==> src/rtl/rrc_pkg.sv <==
// Shared constants, codes, payload and control types of the rectangle raster canvas.
// No dependencies; every other file refers to it by scoped names.
package rrc_pkg;

  localparam int MAX_WIDTH  = 512;
  localparam int MAX_HEIGHT = 512;
  localparam int FRAC_BITS  = 8;

  localparam int COORD_W = 21;
  localparam int COL_W   = $clog2(MAX_WIDTH);
  localparam int ROW_W   = $clog2(MAX_HEIGHT);
  localparam int ADDR_W  = COL_W + ROW_W;
  localparam int DIM_W   = 10;
  localparam int CHAR_W  = 8;
  localparam int CFG_IDX_W  = 2;
  localparam int CFG_DATA_W = 10;
  // coordinate sums and walk positions scaled to fixed point share this width
  localparam int XW = COORD_W + 3;

  localparam logic signed [XW-1:0] UNIT = XW'(2 ** FRAC_BITS);

  typedef enum logic [1:0] {
    MODE_CLEAR = 2'd0,
    MODE_DRAW  = 2'd1,
    MODE_READ  = 2'd2,
    MODE_NONE  = 2'd3
  } rrc_mode_e;

  localparam logic [1:0] KIND_FILL    = 2'd0;
  localparam logic [1:0] KIND_OUTLINE = 2'd1;

  localparam logic [1:0] STATUS_OK      = 2'd0;
  localparam logic [1:0] STATUS_INVALID = 2'd1;
  localparam logic [1:0] STATUS_OUTSIDE = 2'd2;

  localparam logic [CFG_IDX_W-1:0] CFG_CANVAS_WIDTH  = 2'd0;
  localparam logic [CFG_IDX_W-1:0] CFG_CANVAS_HEIGHT = 2'd1;
  localparam logic [CFG_IDX_W-1:0] CFG_BACKGROUND    = 2'd2;

  localparam logic [DIM_W-1:0]  RST_CANVAS_WIDTH  = 10'd1;
  localparam logic [DIM_W-1:0]  RST_CANVAS_HEIGHT = 10'd1;
  localparam logic [CHAR_W-1:0] RST_BACKGROUND    = 8'd32;

  typedef struct packed {
    logic [1:0]                mode;
    logic [1:0]                shape_kind;
    logic signed [COORD_W-1:0] rect_left;
    logic signed [COORD_W-1:0] rect_top;
    logic signed [COORD_W-1:0] rect_width;
    logic signed [COORD_W-1:0] rect_height;
    logic [CHAR_W-1:0]         paint_char;
    logic [COL_W-1:0]          pixel_col;
    logic [ROW_W-1:0]          pixel_row;
  } rrc_cmd_t;

  // controller to datapath
  typedef struct packed {
    logic cmd_load;
    logic walk_en;
    logic mem_rd;
    logic res_load;
  } rrc_ctl_t;

  // datapath to controller
  typedef struct packed {
    logic [1:0] mode;
    logic       draw_invalid;
    logic       read_outside;
    logic       canvas_empty;
    logic       walk_last;
  } rrc_sts_t;

  function automatic logic signed [XW-1:0] ext_coord(logic signed [COORD_W-1:0] v);
    return XW'(v);
  endfunction

  function automatic logic signed [XW-1:0] scale_col(logic [COL_W-1:0] c);
    return $signed(XW'(c) << FRAC_BITS);
  endfunction

  function automatic logic signed [XW-1:0] scale_row(logic [ROW_W-1:0] r);
    return $signed(XW'(r) << FRAC_BITS);
  endfunction

endpackage

==> src/rtl/rrc_ctrl.sv <==
// Controller: sequences decode, canvas scan, pixel read and result hand-off.
// Depends on rrc_pkg; drives the datapath through rrc_ctl_t.
module rrc_ctrl (
  input  logic              clk_i,
  input  logic              rst_ni,
  input  logic              in_valid_i,
  output logic              in_ready_o,
  output logic              res_valid_o,
  input  logic              res_ready_i,
  input  rrc_pkg::rrc_sts_t sts_i,
  output rrc_pkg::rrc_ctl_t ctl_o
);

  typedef enum logic [2:0] {
    IDLE,
    DECODE,
    WALK,
    READ,
    FINISH
  } state_e;

  state_e state_q, state_d;
  logic   res_valid_q, res_valid_d;
  logic   slot_free;

  assign slot_free  = !res_valid_q || res_ready_i;
  assign in_ready_o = (state_q == IDLE);
  assign res_valid_o = res_valid_q;

  assign ctl_o.cmd_load = in_valid_i && in_ready_o;
  assign ctl_o.walk_en  = (state_q == WALK);
  assign ctl_o.mem_rd   = (state_q == READ);
  assign ctl_o.res_load = (state_q == FINISH) && slot_free;

  always_comb begin
    state_d     = state_q;
    res_valid_d = res_valid_q && !res_ready_i;
    unique case (state_q)
      IDLE: begin
        if (in_valid_i) state_d = DECODE;
      end
      DECODE: begin
        unique case (rrc_pkg::rrc_mode_e'(sts_i.mode))
          rrc_pkg::MODE_CLEAR: state_d = sts_i.canvas_empty ? FINISH : WALK;
          rrc_pkg::MODE_DRAW:
            state_d = (sts_i.draw_invalid || sts_i.canvas_empty) ? FINISH : WALK;
          rrc_pkg::MODE_READ:  state_d = sts_i.read_outside ? FINISH : READ;
          rrc_pkg::MODE_NONE:  state_d = FINISH;
        endcase
      end
      WALK: begin
        if (sts_i.walk_last) state_d = FINISH;
      end
      READ: state_d = FINISH;
      FINISH: begin
        // hold until the result register is free
        if (slot_free) begin
          res_valid_d = 1'b1;
          state_d     = IDLE;
        end
      end
      default: state_d = IDLE;
    endcase
  end

  always_ff @(posedge clk_i or negedge rst_ni) begin
    if (!rst_ni) begin
      state_q     <= IDLE;
      res_valid_q <= 1'b0;
    end else begin
      state_q     <= state_d;
      res_valid_q <= res_valid_d;
    end
  end

  a_no_overwrite: assert property (@(posedge clk_i) disable iff (!rst_ni)
    ctl_o.res_load |-> (!res_valid_q || res_ready_i))
    else $error("result register overwritten while a transaction is pending");

  a_accept_decode: assert property (@(posedge clk_i) disable iff (!rst_ni)
    (in_valid_i && in_ready_o) |=> (state_q == DECODE))
    else $error("accepted command not decoded");

  a_walk_complete: assert property (@(posedge clk_i) disable iff (!rst_ni)
    (state_q == WALK && !sts_i.walk_last) |=> (state_q == WALK))
    else $error("canvas scan left before its last pixel");

  a_read_finish: assert property (@(posedge clk_i) disable iff (!rst_ni)
    (state_q == READ) |=> (state_q == FINISH))
    else $error("pixel read not followed by result");

  a_one_result: assert property (@(posedge clk_i) disable iff (!rst_ni)
    (state_q == FINISH && slot_free) |=> (res_valid_q && state_q == IDLE))
    else $error("finished command produced no result");

endmodule

==> config.mk <==
export PLATFORM = sky130hd
export DESIGN_NAME = rrc_ctrl
export DESIGN_NICKNAME = d
export VERILOG_FILES = /design/src/rtl/rrc_pkg.sv /design/src/rtl/rrc_ctrl.sv
export SDC_FILE = /design/constraint.sdc
export NUM_CORES = 1
export LEC_CHECK = 0
export ABC_AREA = 1
export CORE_AREA = 5 5 42 44
export DETAILED_ROUTE_END_ITERATION = 12
export DIE_AREA = 0 0 47 49
export DONT_BUFFER_PORTS = 1
export PLACE_DENSITY = 0.36
export SKIP_CTS_REPAIR_TIMING = 1
export SLEW_MARGIN = 20
export SYNTH_ARGS = -nofsm -noshare
export SYNTH_HDL_FRONTEND = slang
export SYNTH_SLANG_ARGS = --single-unit
==> constraint.sdc <==
create_clock -name clk_i -period 1.61 [get_ports clk_i]
set_clock_uncertainty 0.1 [all_clocks]
set_input_delay 0.322 -clock clk_i [delete_from_list [all_inputs] [get_ports clk_i]]
set_output_delay 0.322 -clock clk_i [all_outputs]
set_load 0.005 [all_outputs]
==> results.txt <==
----------------------------------------------------
[Outcome]
  Status ... complete, no violations

[Final layout]
  Final standard cell area without fillers ... 318 um^2
  Number of inserted filler cells in the final layout ... 175
  Final core utilization ... 0.227
  Number of cells in the finished layout apart from fillers ... 58
  Fraction of final layout cells with drive strength greater than 1 ... 0.190
  Area growth from synthesis to final layout ... 21.0%
  Ant diodes ... 0
  Final #Nets ... 54

[STA]
  Unrepaired setup endpoints after global routing ... yes
  Max Fclk ... 652 MHz
  Final setup viols ... 0
  Slew of the pin with the lowest slew margin ... 0.387 ns
  Minimum clock period ... 1.53 ns
  Number of hold-slack violations in the final timing report ... 0
  Final cycle utilization of the critical path ... 0.952
  Max Transition Viols Final ... 0
  Final worst slack ... 0.0773 ns
  Slew margin rel. ... 0.740

[Critical path]
  Critical path startpoint category ... register
  Reg2Reg Setup Slack ... 0.37 ns
  Setup crit end kind ... output pin
  WP data required ... 1.19 ns
  FF-to-FF path depth ... 6
  Arrival time of the worst setup path ... 1.11 ns
  Biggest fanout along the worst timing path ... 6
  R2r startpoint ... state_q[2]$_DFFE_PN0P_
  Capturing point of the worst reg2reg path ... state_q[2]$_DFFE_PN0P_
  Worst Path Class, Setup ... register to output pin

[Yosys]
  Count of distinct cell types in the synthesized netlist ... 13
  Total number of yosys warnings ... 0
  Main combinational cell family by area after synthesis ... simple AND/OR/NAND/NOR gates
  Cell count after synthesis ... 38
  Post-synthesis sequential element count ... 4
  Average size of a mapped cell ... 6.91 um^2
  Post-synthesis instance area ... 263 um^2
  Simple-gate share of the synthesized area ... 0.462
  Post-Synth XOR/XNOR Area ... 0
  Proportion of synthesized area in mux cells ... 0
  Number of nets in the synthesized netlist ... 48
  Share of the yosys chip area belonging to registers ... 0.381
  Synthesized-area fraction occupied by adder cells ... 0
  Synth Area in Compound Gates ... 0.0857

[Power]
  Pleak ... 0.000177 uW
  Sw Ratio ... 0.427
  Clock Power Share ... 0.235
  Sequential group share of total power ... 0.392
  Final total power ... 519 uW
  Net switching power ... 221 uW
  Ratio of total power to cell area ... 1630 nW/um^2
  Internal power summed over all cells ... 297 uW
  Combinational cell fraction of total power ... 0.373
  Maximum vdd drop ... 481 uV

[Place]
  Weighted congestion reported at the end of routability-driven placement ... 0.649
  HPWL reported at the end of detailed placement ... 540 um
  Placed instance area ... 283 um^2
  Place WS ... 0.297 ns
  Number of cells in the design after placement ... 54
  Count of port buffers added during placement ... 0

[Clock tree]
  Htree depth ... 1
  Clock buffer count from CTS ... 3
  Clock slew seen by the registers of the worst setup and hold paths ... 0.04 ns
  CTS tree ... done
  Latest clock arrival within the worst-skew pair ... 0.23 ns
  Clock root buffer ... sky130_fd_sc_hd__clkbuf_4
  Clock sink count ... 4
  Maximum number of buffers from clock root to sink ... 2

[Routing]
  Antenna Nets Post-Route ... 0
  Initial DRC count ... 1
  Pre-antenna DRT Iters ... 2
  DRC violation count after routing ... 0
  Average vias per placed instance ... 4.38
  Total vias in the final route ... 254
  Routed WL ... 617 um
  Average wire per standard cell ... 10.6 um

[Global routing]
  Wire length of the first global-routing pass ... 1010 um
  Antenna violations before repair ... 0
  Via count of the first global-routing pass ... 259
  Combined global-route utilization of all metal layers ... 0.0629
  Overall overflow remaining after global route ... 0
  Maximum number of pins on one net before global-route repair ... 7

[Min path]
  Number of cells on the worst hold path ... 3
  Start point of the worst hold path ... res_ready_i
  Hold worst-path end ... res_valid_o$_DFF_PN0_
  Hold Crit Class ... primary input to register

[Die]
  Effective utilization at floorplan ... 0.188
  Vertical die dimension ... 49 um
  Area inside the core boundary ... 1400 um^2
  Die boundary width ... 47 um
  Top-Level Pins ... 16
  Die outline area ... 2300 um^2
  Count of standard-cell rows ... 14

[Flow run]
  Number of maximum-capacitance violations ... 0

----------------------------------------------------
power groups by stage:
stage | registers (uW) | clock network (uW) | logic, uW
final | 204 | 122 | 193
after global routing | 212 | 140 | 226
after detailed placement | 202 | 0 | 192
after floorplan | 189 | 0 | 158
after global placement | 204 | 0 | 198
after CTS | 201 | 129 | 193
cells in the final DEF (no fill, tap or decap), drive strengths merged:
cell	count
clkbuf	3
nor3	4
dfrtp	4
a21o	1
dlygate4sd3	1
nand4	1
inv	5
nand3	2
nor4	1
a21oi	2
nor2	6
nand2	11
o21ai	1
through the flow:
stage	TNS (ns)	hold WS [ns]
finish	0	0.175
global route	-0.00112	0.176
CTS	0	-0.325
detailed placement	0	-0.0735
global placement	0	-0.0735
floorplan	0	-0.0736
layer usage:
| layer | up-vias | share of wire | global-route usage |
|---|---|---|---|
| li1 | 133 | - | - |
| met1 | 116 | 0.35 | 0.0644 |
| met2 | 5 | 0.56 | 0.0882 |
| met3 | 0 | 0.088 | 0.0332 |
| met4 | 0 | 0 | 0.0553 |
| met5 | - | 0 | 0 |
worst max-delay path by stage:
stage / cells after the start / endpoint / start / slack (ns)
final: 3 / ctl_o[0] / state_q[0]$_DFFE_PN0P_ / 0.08
after global routing: 1 / ctl_o[3] / state_q[2]$_DFFE_PN0P_ / -0.001
after CTS: 3 / ctl_o[0] / state_q[0]$_DFFE_PN0P_ / 0.04
after detailed placement: 3 / ctl_o[0] / state_q[0]$_DFFE_PN0P_ / 0.30
after global placement: 3 / ctl_o[0] / state_q[0]$_DFFE_PN0P_ / 0.27
after floorplan: 3 / ctl_o[0] / state_q[0]$_DFFE_PN0P_ / 0.38
state kept, by name, summed over array words and instances (netlist names):
signal / count
res_valid_o: 1
state_q: 3
final cells by class:
| cell class | instances | area [um^2] | area share |
|---|---|---|---|
| Sequential cell | 4 | 100 | 0.315 |
| Clock buffer | 3 | 22.5 | 0.0709 |
| Multi-Input combinational cell | 29 | 146 | 0.461 |
| Inverter | 5 | 18.8 | 0.0591 |
| Timing Repair Buffer | 1 | 10.0 | 0.0315 |
| Tap cell | 16 | 20.0 | 0.0630 |
synthesized netlist by cell type:
cell | count | area, um^2
sky130_fd_sc_hd__nor3_1 | 1 | 5.00
sky130_fd_sc_hd__a21o_1 | 1 | 7.51
sky130_fd_sc_hd__dfrtp_1 | 4 | 100
sky130_fd_sc_hd__nand3_1 | 2 | 10.0
sky130_fd_sc_hd__nand2_1 | 11 | 41.3
sky130_fd_sc_hd__nor2_1 | 6 | 22.5
sky130_fd_sc_hd__nor3_2 | 3 | 30.0
sky130_fd_sc_hd__inv_2 | 1 | 3.75
sky130_fd_sc_hd__a21oi_1 | 2 | 10.0
sky130_fd_sc_hd__o21ai_0 | 1 | 5.00
sky130_fd_sc_hd__inv_1 | 4 | 15.0
sky130_fd_sc_hd__nand4_1 | 1 | 6.26
sky130_fd_sc_hd__nor4_1 | 1 | 6.26
critical path, cell delays in order (launching register included):
cell                      delay, ns
sky130_fd_sc_hd__dfrtp_1       0.45
sky130_fd_sc_hd__nor2_2        0.17
sky130_fd_sc_hd__nand2_1       0.08
sky130_fd_sc_hd__a21oi_1       0.18
cells by family (layout without fill, tap and decap cells):
kind of cell    count (synthesis)  in the layout
flops                           4              4
simple gates                   25             25
compound gates                  4              4
buf+inv                         5              9
Note: power is estimated with default switching activity, not from simulation.
